[src/sv/spq_pkg.sv]
// ----------------------------------------------------------------------------
// spq_pkg
// Types and codes shared by the sorted priority queue cells, top level and
// checker.
// ----------------------------------------------------------------------------
package spq_pkg;

  localparam int IdW   = 16;
  localparam int PrioW = 16;

  // operation codes of an input item
  localparam logic [1:0] OP_INSERT = 2'd0;
  localparam logic [1:0] OP_POP    = 2'd1;
  localparam logic [1:0] OP_REMOVE = 2'd2;
  localparam logic [1:0] OP_LIST   = 2'd3;

  // status codes of a result item
  localparam logic [1:0] STATUS_OK        = 2'd0;
  localparam logic [1:0] STATUS_EMPTY     = 2'd1;
  localparam logic [1:0] STATUS_NOT_FOUND = 2'd2;
  localparam logic [1:0] STATUS_FULL      = 2'd3;

  typedef struct packed {
    logic                    valid;
    logic [IdW-1:0]          id;
    logic signed [PrioW-1:0] prio;
  } entry_t;

  typedef enum logic [1:0] {
    CMD_HOLD,
    CMD_INSERT,
    CMD_TAKE_RIGHT,
    CMD_REMOVE
  } cell_cmd_t;

  typedef enum logic {
    ST_IDLE,
    ST_LIST
  } state_t;

endpackage

[src/sv/spq_cell.sv]
// ----------------------------------------------------------------------------
// spq_cell
// One slot of the sorted chain: holds an entry and moves it left or right
// with its neighbours on insert, pop, remove and list rotation.
// ----------------------------------------------------------------------------
module spq_cell (
  input  logic                             clk,
  input  logic                             rst,
  input  spq_pkg::cell_cmd_t               cmd,
  input  logic [spq_pkg::IdW-1:0]          new_id,
  input  logic signed [spq_pkg::PrioW-1:0] new_prio,
  input  spq_pkg::entry_t                  left_ent,
  input  logic                             left_ge,
  input  spq_pkg::entry_t                  right_ent,
  input  logic                             seen_in,
  input  spq_pkg::entry_t                  found_in,
  output spq_pkg::entry_t                  ent,
  output logic                             ge,
  output logic                             seen_out,
  output spq_pkg::entry_t                  found_out
);
  import spq_pkg::*;

  logic                    valid;
  logic [IdW-1:0]          id;
  logic signed [PrioW-1:0] prio;
  entry_t                  ent_next;
  logic                    match;

  assign ent = '{valid: valid, id: id, prio: prio};

  // slot stays put while it holds equal or higher priority
  assign ge       = valid && (prio >= new_prio);
  assign match    = valid && (id == new_id);
  assign seen_out = seen_in || match;

  // first match along the chain carries its entry to the end
  always_comb begin
    if (seen_in) begin
      found_out = found_in;
    end else if (match) begin
      found_out = ent;
    end else begin
      found_out = '0;
    end
  end

  always_comb begin
    ent_next = ent;
    case (cmd)
      CMD_INSERT: begin
        if (!ge) begin
          if (left_ge) begin
            ent_next = '{valid: 1'b1, id: new_id, prio: new_prio};
          end else begin
            ent_next = left_ent;
          end
        end
      end
      CMD_TAKE_RIGHT: ent_next = right_ent;
      CMD_REMOVE: begin
        if (seen_out) begin
          ent_next = right_ent;
        end
      end
      default: ent_next = ent;
    endcase
  end

  always_ff @(posedge clk) begin
    if (rst) begin
      valid <= 1'b0;
    end else begin
      valid <= ent_next.valid;
    end
  end

  always_ff @(posedge clk) begin
    id   <= ent_next.id;
    prio <= ent_next.prio;
  end

endmodule

[src/sv/sorted_priority_queue.sv]
// ----------------------------------------------------------------------------
// sorted_priority_queue
// Insert, pop and remove update the cell chain on accept; the result item is
// registered and appears the cycle after the input item is accepted, so a new
// item can be taken every cycle while the output is not stalled.
// A list on a non-empty queue holds the input off while the chain rotates once
// through every cell, one result item per stored entry as cell 0 passes by,
// from the list state on; an output stall pauses the rotation while it lasts.
// Synchronous reset empties the queue by clearing the slot valid bits.
// ----------------------------------------------------------------------------
module sorted_priority_queue #(
  parameter int CAPACITY = 16
) (
  input  logic                             clk,
  input  logic                             rst,
  input  logic                             in_valid,
  output logic                             in_stall,
  input  logic [1:0]                       op,
  input  logic [spq_pkg::IdW-1:0]          task_id,
  input  logic signed [spq_pkg::PrioW-1:0] priority_req,
  output logic                             out_valid,
  input  logic                             out_stall,
  output logic [1:0]                       status,
  output logic [spq_pkg::IdW-1:0]          out_id,
  output logic signed [spq_pkg::PrioW-1:0] out_priority,
  output logic                             last
);
  import spq_pkg::*;

  localparam int CntW = $clog2(CAPACITY + 1);
  localparam int RotW = $clog2(CAPACITY);

  state_t            state, state_next;
  cell_cmd_t         cmd;
  logic              wrap;
  logic [CntW-1:0]   count, count_next;
  logic [CntW-1:0]   emit_cnt;
  logic [RotW-1:0]   rot_cnt;

  entry_t            ent   [CAPACITY];
  logic              ge    [CAPACITY];
  logic              seen  [CAPACITY+1];
  entry_t            found [CAPACITY+1];
  entry_t            tail_in;

  logic              out_free, accept, empty, full;
  logic              load;
  logic [1:0]        load_status;
  entry_t            load_ent;
  logic              load_last;

  assign out_free = !out_valid || !out_stall;
  assign accept   = in_valid && !in_stall;
  assign empty    = (count == '0);
  assign full     = (count == CntW'(CAPACITY));

  // list rotation feeds cell 0 back into the far end
  assign tail_in  = wrap ? ent[0] : '0;
  assign seen[0]  = 1'b0;
  assign found[0] = '0;

  for (genvar i = 0; i < CAPACITY; i++) begin : g_cell
    entry_t left_ent, right_ent;
    logic   left_ge;

    if (i == 0) begin : g_head
      assign left_ent = '0;
      assign left_ge  = 1'b1;
    end else begin : g_body
      assign left_ent = ent[i-1];
      assign left_ge  = ge[i-1];
    end

    if (i == CAPACITY - 1) begin : g_tail
      assign right_ent = tail_in;
    end else begin : g_mid
      assign right_ent = ent[i+1];
    end

    spq_cell u_cell (
      .clk       (clk),
      .rst       (rst),
      .cmd       (cmd),
      .new_id    (task_id),
      .new_prio  (priority_req),
      .left_ent  (left_ent),
      .left_ge   (left_ge),
      .right_ent (right_ent),
      .seen_in   (seen[i]),
      .found_in  (found[i]),
      .ent       (ent[i]),
      .ge        (ge[i]),
      .seen_out  (seen[i+1]),
      .found_out (found[i+1])
    );
  end

  // next state
  always_comb begin
    state_next = state;
    unique case (state)
      ST_IDLE: begin
        if (accept && op == OP_LIST && !empty) begin
          state_next = ST_LIST;
        end
      end
      ST_LIST: begin
        if (out_free && rot_cnt == RotW'(CAPACITY - 1)) begin
          state_next = ST_IDLE;
        end
      end
      default: state_next = ST_IDLE;
    endcase
  end

  // outputs of the state machine
  always_comb begin
    in_stall    = 1'b1;
    cmd         = CMD_HOLD;
    wrap        = 1'b0;
    load        = 1'b0;
    load_status = STATUS_OK;
    load_ent    = '0;
    load_last   = 1'b1;
    count_next  = count;
    unique case (state)
      ST_IDLE: begin
        in_stall = !out_free;
        if (accept) begin
          load = 1'b1;
          unique case (op)
            OP_INSERT: begin
              if (full) begin
                load_status = STATUS_FULL;
              end else begin
                cmd        = CMD_INSERT;
                count_next = count + CntW'(1);
              end
            end
            OP_POP: begin
              if (empty) begin
                load_status = STATUS_EMPTY;
              end else begin
                cmd        = CMD_TAKE_RIGHT;
                load_ent   = ent[0];
                count_next = count - CntW'(1);
              end
            end
            OP_REMOVE: begin
              if (empty) begin
                load_status = STATUS_EMPTY;
              end else if (!seen[CAPACITY]) begin
                load_status = STATUS_NOT_FOUND;
              end else begin
                cmd        = CMD_REMOVE;
                load_ent   = found[CAPACITY];
                count_next = count - CntW'(1);
              end
            end
            OP_LIST: begin
              if (empty) begin
                load_status = STATUS_EMPTY;
              end else begin
                load = 1'b0;
              end
            end
            default: load = 1'b0;
          endcase
        end
      end
      ST_LIST: begin
        if (out_free) begin
          cmd       = CMD_TAKE_RIGHT;
          wrap      = 1'b1;
          load      = ent[0].valid;
          load_ent  = ent[0];
          load_last = ((emit_cnt + CntW'(1)) == count);
        end
      end
      default: in_stall = 1'b1;
    endcase
  end

  always_ff @(posedge clk) begin
    if (rst) begin
      state     <= ST_IDLE;
      count     <= '0;
      emit_cnt  <= '0;
      rot_cnt   <= '0;
      out_valid <= 1'b0;
    end else begin
      state <= state_next;
      count <= count_next;
      if (state == ST_LIST) begin
        if (out_free) begin
          rot_cnt <= rot_cnt + RotW'(1);
          if (ent[0].valid) begin
            emit_cnt <= emit_cnt + CntW'(1);
          end
        end
      end else begin
        rot_cnt  <= '0;
        emit_cnt <= '0;
      end
      if (out_free) begin
        out_valid <= load;
      end
    end
  end

  always_ff @(posedge clk) begin
    if (out_free && load) begin
      status       <= load_status;
      out_id       <= load_ent.id;
      out_priority <= load_ent.prio;
      last         <= load_last;
    end
  end

endmodule

[config.mk]
export PLATFORM = sky130hd
export DESIGN_NAME = sorted_priority_queue
export DESIGN_NICKNAME = d
export VERILOG_FILES = /design/src/sv/spq_pkg.sv /design/src/sv/spq_cell.sv /design/src/sv/sorted_priority_queue.sv
export SDC_FILE = /design/constraint.sdc
export NUM_CORES = 2
export LEC_CHECK = 0
export ABC_CLOCK_PERIOD_IN_PS = 6200
export BUFFER_PORTS_ARGS = -buffer_cell sky130_fd_sc_hd__buf_2
export CAP_MARGIN = 25
export CORE_ASPECT_RATIO = 1.5
export CORE_MARGIN = 3
export CORE_UTILIZATION = 59
export DETAILED_ROUTE_END_ITERATION = 8
export MAX_ROUTING_LAYER = met4
export PLACE_DENSITY = 0.79
export SLEW_MARGIN = 20
export SYNTH_ARGS = -nofsm -noshare
export SYNTH_HDL_FRONTEND = slang
export SYNTH_SLANG_ARGS = --single-unit
[constraint.sdc]
create_clock -name clk -period 6.2 [get_ports clk]
set_input_delay 0.93 -clock clk [delete_from_list [all_inputs] [get_ports clk]]
set_output_delay 0.93 -clock clk [all_outputs]
set_load 0.01 [all_outputs]
Word-level counts from Yosys, hierarchy flattened
Cells that the tools add are included.
{"block": "totals", "ff_bits": 579, "in_bits": 38, "output_inout_bits": 37, "wordCells": 354}
{"block": "classes", "n_addsub": 4, "order_cmp": 16, "n_eq_ne": 61, "n_mux": 130, "bitwise_logic": 2, "n_reduce_logical": 84}
{"cell": "$mux 33", "count": 48}
{"cell": "$pmux 33 s3", "count": 16}
{"cell": "$mux 32", "count": 35}
{"cell": "$eq 16x16->1", "count": 16}
{"cell": "$ge 16x16->1", "count": 16}
{"cell": "$pmux 32 s2", "count": 2}
{"cell": "$reduce_and 3->1", "count": 16}
{"cell": "$ne 2x2->1 const B", "count": 19}
{"cell": "$logic_and 1x1->1", "count": 37}
{"cell": "$ne 2x1->1 const B", "count": 17}
{"cell": "$mux 5", "count": 4}
{"cell": "$logic_or 1x1->1", "count": 16}
{"cell": "$mux 2", "count": 8}
{"cell": "$pmux 5 s3", "count": 1}
{"cell": "$pmux 2 s3", "count": 2}
{"cell": "$mux 1", "count": 11}
{"cell": "$add 5x1->5 const B", "count": 2}
{"cell": "$eq 2x2->1 const B", "count": 4}
{"cell": "$reduce_and 7->1", "count": 1}
{"cell": "$reduce_bool 3->1", "count": 2}
{"cell": "$reduce_or 2->1", "count": 3}
{"cell": "$eq 5x5->1", "count": 1}
{"cell": "$eq 5x5->1 const B", "count": 1}
{"cell": "$logic_not 1->1", "count": 5}
{"cell": "other kinds (10)", "count": 14}

Depth between registers and ports, before layout
{"block": "depth", "depth_word": 25, "depth_mapped": 17, "depth_no_buf": 12}

Cells and area by module
Synthesis repeated with hierarchy kept, for this count alone.
{"block": "unflattened", "cells_unflattened": 5111, "area_unflattened_um2": 46986.3}
{"module": "spq_cell at g_cell[14].u_cell ...", "n_inst": 11, "cells_each": 282, "area_each_um2": 2723.9}
{"module": "spq_cell at g_cell[0].u_cell ...", "n_inst": 5, "cells_each": 348, "area_each_um2": 2825.2}
{"module": "sorted_priority_queue", "n_inst": 1, "cells_each": 269, "area_each_um2": 2897.8}

Least setup slack after synthesis
OpenSTA, ideal clock, no wires.
{"block": "synth_timing", "path_kind": "input -> register", "startpoint": "input port priority_req[1] (netlist name)", "endpoint": "register g_cell[0].u_cell.id[0], enable pin", "setup_time_ns": 0.470, "t_arrival_ns": 5.629, "setup_slack_ns": 0.101, "path_stages": 13, "path_buffers": 1, "cell_sequence": "inv_1 > ha_1 > nor2b_1 > o21a_1 > o21a_1 > o21a_1 > o21ai_0 > a21oi_1 > o21ai_0 > a31oi_1 > clkbuf_1 > o21ai_0 > a21boi_0"}
{"block": "synth_between", "elab_chain_cells": 4}
{"item": "start: declaration", "line_no": "sorted_priority_queue.sv:20", "source": "input logic signed [spq_pkg::PrioW-1:0] priority_req,"}
{"item": "$ge 16x16->1", "line_no": "spq_cell.sv:33", "source": "assign ge = valid && (prio >= new_prio);"}
{"item": "$logic_and 1x1->1", "line_no": "spq_cell.sv:33"}
{"item": "$ne 2x2->1 (no line)"}
{"item": "$reduce_and 3->1 (no line)"}
{"item": "end signal: assignment", "line_no": "spq_cell.sv:79", "source": "id <= ent_next.id;"}
{"item": "end: declaration", "line_no": "spq_cell.sv:25", "source": "logic [IdW-1:0] id;"}
Every way passes these cells.
A chain may end at the register's enable or synchronous reset.

==> metrics.md <==
| Metric | Value |
|---|---|
| Result of the run | `completed` |
| Syn Area/Cell | `9.52 µm²` |
| CP startpoint kind | `input port` |
| Final hold violations | `0` |
| Power, Total | `0.0117 W` |
| Pwr dens | `approximately 250 mW/mm²` |
| Die W | `228 µm` |
| Yosys reg bits | `579` |
| Leak Pwr | `about 17 nW` |
| Worst R2R Path Depth | `11` |
| Number of instances resized during post-cts repair | `0` |
| Largest fanout on the critical path | `21` |
| Critical Path Sink Type | `register` |
| Cell family contributing the most delay on the critical path | `compound AO/OA/AOI/OAI gates` |
| HPWL reported at the end of detailed placement | `approximately 130 mm` |
| CP peak stage delay | `0.75 ns` |
| Level count of the clock H-tree | `2` |
| Most instantiated flip-flop cell in the synthesis netlist | `sky130_fd_sc_hd__edfxtp_1` |
| Sequential share of the synthesized area | `between 30 and 40%` |
| Master cell of the clock root buffer | `sky130_fd_sc_hd__clkbuf_16` |
| Max-slew violation count | `0` |
| Asr flop ratio synth | `0%` |
| Routed via count | `40,300` |
| Cell chain of the critical path | `buf_2 > buf_4 > xnor2_1 > nand4_1 > nor2_1 > and2_1 > buf_4 > nor4_4 > nand3_1 > o31a_1 > o221ai_1 > a311oi_1 > nand2b_1` |
| Number of nets with antenna violations after routing | `0` |
| Sequential share of power | `between 40 and 50%` |
| Count of flip-flops with a built-in enable after synthesis | `~550` |
| Proportion of netlist area held by the largest area contributor | `37.7%` |
| Distinct cells, synth | `84` |
| R2r setup slk | `1.19 ns` |
| CP most frequent cell | `sky130_fd_sc_hd__buf_4` |
| Initial detailed-routing violation count | `around 6,200` |
| Routed len/inst | `between 30 and 40 µm` |
| Maximum number of pins on one net before global-route repair | `190` |
| Share of final-layout standard cells stronger than drive strength 1 | `8.67%` |
| Vias per cell | `approximately 7.2` |
| Most common cell after layout, fill and taps aside | `sky130_fd_sc_hd__nand2_1` |
| Origin of the worst min-delay path | `rot_cnt[1]$_SDFFE_PP0N_` |
| Int Power | `between 0.007 and 0.008 W` |
| Startpoint of the lowest-slack register-to-register path | `g_cell[2].u_cell.id[10]$_DFFE_PP_` |
| Clock skew | `0.0348 ns` |
| Cell with the largest stage delay on the worst path | `sky130_fd_sc_hd__o31a_1` |
| Later-pin clock latency in the skew report | `0.71 ns` |
| Global routing usage summed across all routing layers | `46.3%` |
| Largest buffer count on any clock path | `3` |
| Number of antenna violations at the first check in global routing | `8` |
| Starting density of the core | `about three fifths` |
| Clk slew on worst S/H paths | `0.06 ns` |
| Combinational share of power | `approximately a fifth` |
| Critical path buffers and inverters | `3` |
| Worst max-slew margin expressed relative to the limit | `27.2%` |
| Max-cap violations | `0` |
| Remaining global-route overflow | `0` |
| Worst Path Required | `about 6.7 ns` |
| Total standard cell area after synthesis | `roughly 0.044 mm²` |
| Commonest cells after routing, fill and taps aside | `721 x sky130_fd_sc_hd__nand2_1, 601 x sky130_fd_sc_hd__o21ai_0, 547 x sky130_fd_sc_hd__edfxtp_1` |
| Worst Tran Pin Value | `approximately 1.1 ns` |
| Total Die Area | `0.0772 mm²` |
| Endpoint of the worst hold-timing path | `rot_cnt[1]$_SDFFE_PP0N_` |
| Routability congestion estimate | `around 1.0` |
| Setup TNS Final | `0 ns` |
| Worst hold path stage count | `2` |
| Cells taking the most area after synthesis | `sky130_fd_sc_hd__edfxtp_1 38%, sky130_fd_sc_hd__mux2i_1 11%, sky130_fd_sc_hd__ha_1 7.6%, sky130_fd_sc_hd__o21ai_0 7.0%, sky130_fd_sc_hd__nand2_1 6.2%` |
| Shortest clock period the worst path allows after layout | `between 5 and 6 ns` |
| Row count | `approximately 120` |
| Fin crit share | `82.7%` |
| I/O Buffers | `74` |
| Number of iterations in the first detailed-routing pass | `6` |
| CP startpoint | `task_id[11]` |
| Largest area contributor in the netlist | `sky130_fd_sc_hd__edfxtp_1` |
| Gate Count Post-Synth | `4,574` |
| Highest clock frequency the design can meet | `0.195 GHz` |
| Clock tree from TritonCTS | `done` |
| Clock sinks | `579` |
| Number of setup violations in the final report | `0` |
| Arrival time at the worst endpoint | `5.64 ns` |
| Synthesized Nets | `4,878` |
| NetSw | `0.00386 W` |
| Switching fraction of total power | `32.9%` |
| Count of boundary I/O pins | `between 70 and 80` |
| First-pass GRT wire length | `258 mm` |
| CORE AREA | `0.0728 mm²` |
| Vias in the first global route | `39,300` |
| Number of buffers inserted to repair setup after CTS | `0` |
| Total number of nets in the final design | `4,819` |
| Total wire length | `180 mm` |
| Hold buffer count at cts | `0` |
| Worst vdd ir | `a little under 0.0003 V` |
| Reg-to-reg endpoint | `g_cell[1].u_cell.prio[8]$_DFFE_PP_` |
| Final routed DRC violation total | `0` |
| HP Class | `register to register` |
| Filler instances | `5,984` |
| Number of clock buffers inserted by TritonCTS | `60` |
| Number of warnings issued by yosys | `0` |
| Clock power frac | `32.8%` |
| Setup repair after global routing missed its margin | `no` |
| Worst Path Class, Setup | `input port to register` |
| Die Height | `339 µm` |
| Number of gates on the worst path with buffers counted | `13` |
| Signed area change from the synthesized netlist to the final layout | `8.22%` |
-- power groups by stage --
stage / Clock, W / Combinational (W) / Sequential [W]
2_1_floorplan: 0 / 0.00164 / 0.00520
3_3_place_gp: 0 / 0.00228 / 0.00548
3_5_place_dp: 0 / 0.00235 / 0.00548
4_1_cts: 0.00383 / 0.00237 / 0.00540
5_1_grt: 0.00398 / 0.00262 / 0.00543
6_report: 0.00385 / 0.00244 / 0.00544
-- logic make-up after synthesis --
kind of cell	share of synthesized area [%]
compound gates	17.4
xor+xnor	5.51
fa+ha+maj	7.66
buf+inv	4.93
flops	39.2
mux	11.5
simple gates	13.9
-- layout make-up --
class / instances / area, µm² / area share (%)
Antenna cell: 9 / 22.5 / 0.0478
Clock buffer: 67 / 1550 / 3.29
Clock inverter: 47 / 443 / 0.939
Inverter: 68 / 255 / 0.541
Multi-Input combinational cell: 3565 / 24600 / 52.3
Sequential cell: 579 / 17100 / 36.2
Tap cell: 984 / 1230 / 2.61
Timing Repair Buffer: 241 / 1940 / 4.12
-- how the worst max path moves through the flow --
stage | endpoint | slack [ns]
after floorplan | g_cell[0].u_cell.id[0]$_DFFE_PP_ | 0.10
after global placement | g_cell[1].u_cell.prio[8]$_DFFE_PP_ | 0.78
after detailed placement | g_cell[1].u_cell.prio[8]$_DFFE_PP_ | 0.80
after CTS | g_cell[12].u_cell.id[12]$_DFFE_PP_ | 1.37
after global routing | out_priority[5]$_DFFE_PP_ | 1.02
final | out_priority[5]$_DFFE_PP_ | 1.07
-- sequential cells by signal, indices dropped and copies added, names as in the netlist --
signal	count
status	2
emit_cnt	5
out_priority	16
last	1
state	1
out_id	16
rot_cnt	4
count	5
g_cell.u_cell.prio	256
g_cell.u_cell.id	256
g_cell.u_cell.valid	16
out_valid	1
-- worst register-to-register path, cell delays in order (launching register included) --
cell	delay (ns)
sky130_fd_sc_hd__edfxtp_1	0.55
sky130_fd_sc_hd__xor2_1	0.24
sky130_fd_sc_hd__nor4_1	0.85
sky130_fd_sc_hd__nand2_1	0.11
sky130_fd_sc_hd__nor4b_1	0.64
sky130_fd_sc_hd__nor4_1	0.16
sky130_fd_sc_hd__buf_4	0.21
sky130_fd_sc_hd__nand4_1	0.09
sky130_fd_sc_hd__buf_4	0.19
sky130_fd_sc_hd__a31o_4	0.48
sky130_fd_sc_hd__buf_4	0.84
sky130_fd_sc_hd__o21ai_0	0.36
-- cell usage after synthesis, types with 26 or more instances --
master / number
sky130_fd_sc_hd__clkbuf_1: 200
sky130_fd_sc_hd__nand3_1: 83
sky130_fd_sc_hd__a211oi_1: 34
sky130_fd_sc_hd__ha_1: 265
sky130_fd_sc_hd__edfxtp_1: 547
sky130_fd_sc_hd__inv_1: 68
sky130_fd_sc_hd__mux2i_1: 495
sky130_fd_sc_hd__buf_2: 66
sky130_fd_sc_hd__nor4_1: 44
sky130_fd_sc_hd__nor2_1: 152
sky130_fd_sc_hd__o21a_1: 38
sky130_fd_sc_hd__a21o_1: 59
sky130_fd_sc_hd__o2111ai_1: 28
sky130_fd_sc_hd__o22ai_1: 31
sky130_fd_sc_hd__nand2_1: 721
sky130_fd_sc_hd__a311oi_1: 35
sky130_fd_sc_hd__xor2_1: 130
sky130_fd_sc_hd__buf_4: 58
sky130_fd_sc_hd__nor2b_1: 26
sky130_fd_sc_hd__nor3_1: 89
sky130_fd_sc_hd__dfxtp_1: 32
sky130_fd_sc_hd__xnor2_1: 144
sky130_fd_sc_hd__a21oi_1: 113
sky130_fd_sc_hd__nand4_1: 69
sky130_fd_sc_hd__a22oi_1: 29
sky130_fd_sc_hd__o21ai_0: 606
sky130_fd_sc_hd__buf_6: 31
-- per-layer routing --
| layer | routed length [µm] | GRT usage, % | vias up |
|---|---|---|---|
| li1 | - | - | 16900 |
| met1 | 56500 | 48.2 | 18800 |
| met2 | 80900 | 72.2 | 3269 |
| met3 | 19400 | 10.2 | 1305 |
| met4 | 22700 | 44.0 | 0 |
| met5 | 0 | - | - |
-- stage by stage --
step / utilization (%) / setup WS (ns) / area (µm²) / hold slack, ns / cells
after floorplan: - / 0.101 / 43600 / 0.449 / 4574
after global placement: 61.9 / 0.778 / 45100 / 0.469 / 5434
after detailed placement: 61.9 / 0.797 / 45100 / 0.472 / 5434
after CTS: 64.7 / 1.37 / 47100 / 0.480 / 5548
after global routing: 64.7 / 1.02 / 47100 / 0.531 / 5559
final: 64.7 / 1.07 / 47100 / 0.480 / 5560
Power figures use the tool's default switching activity.
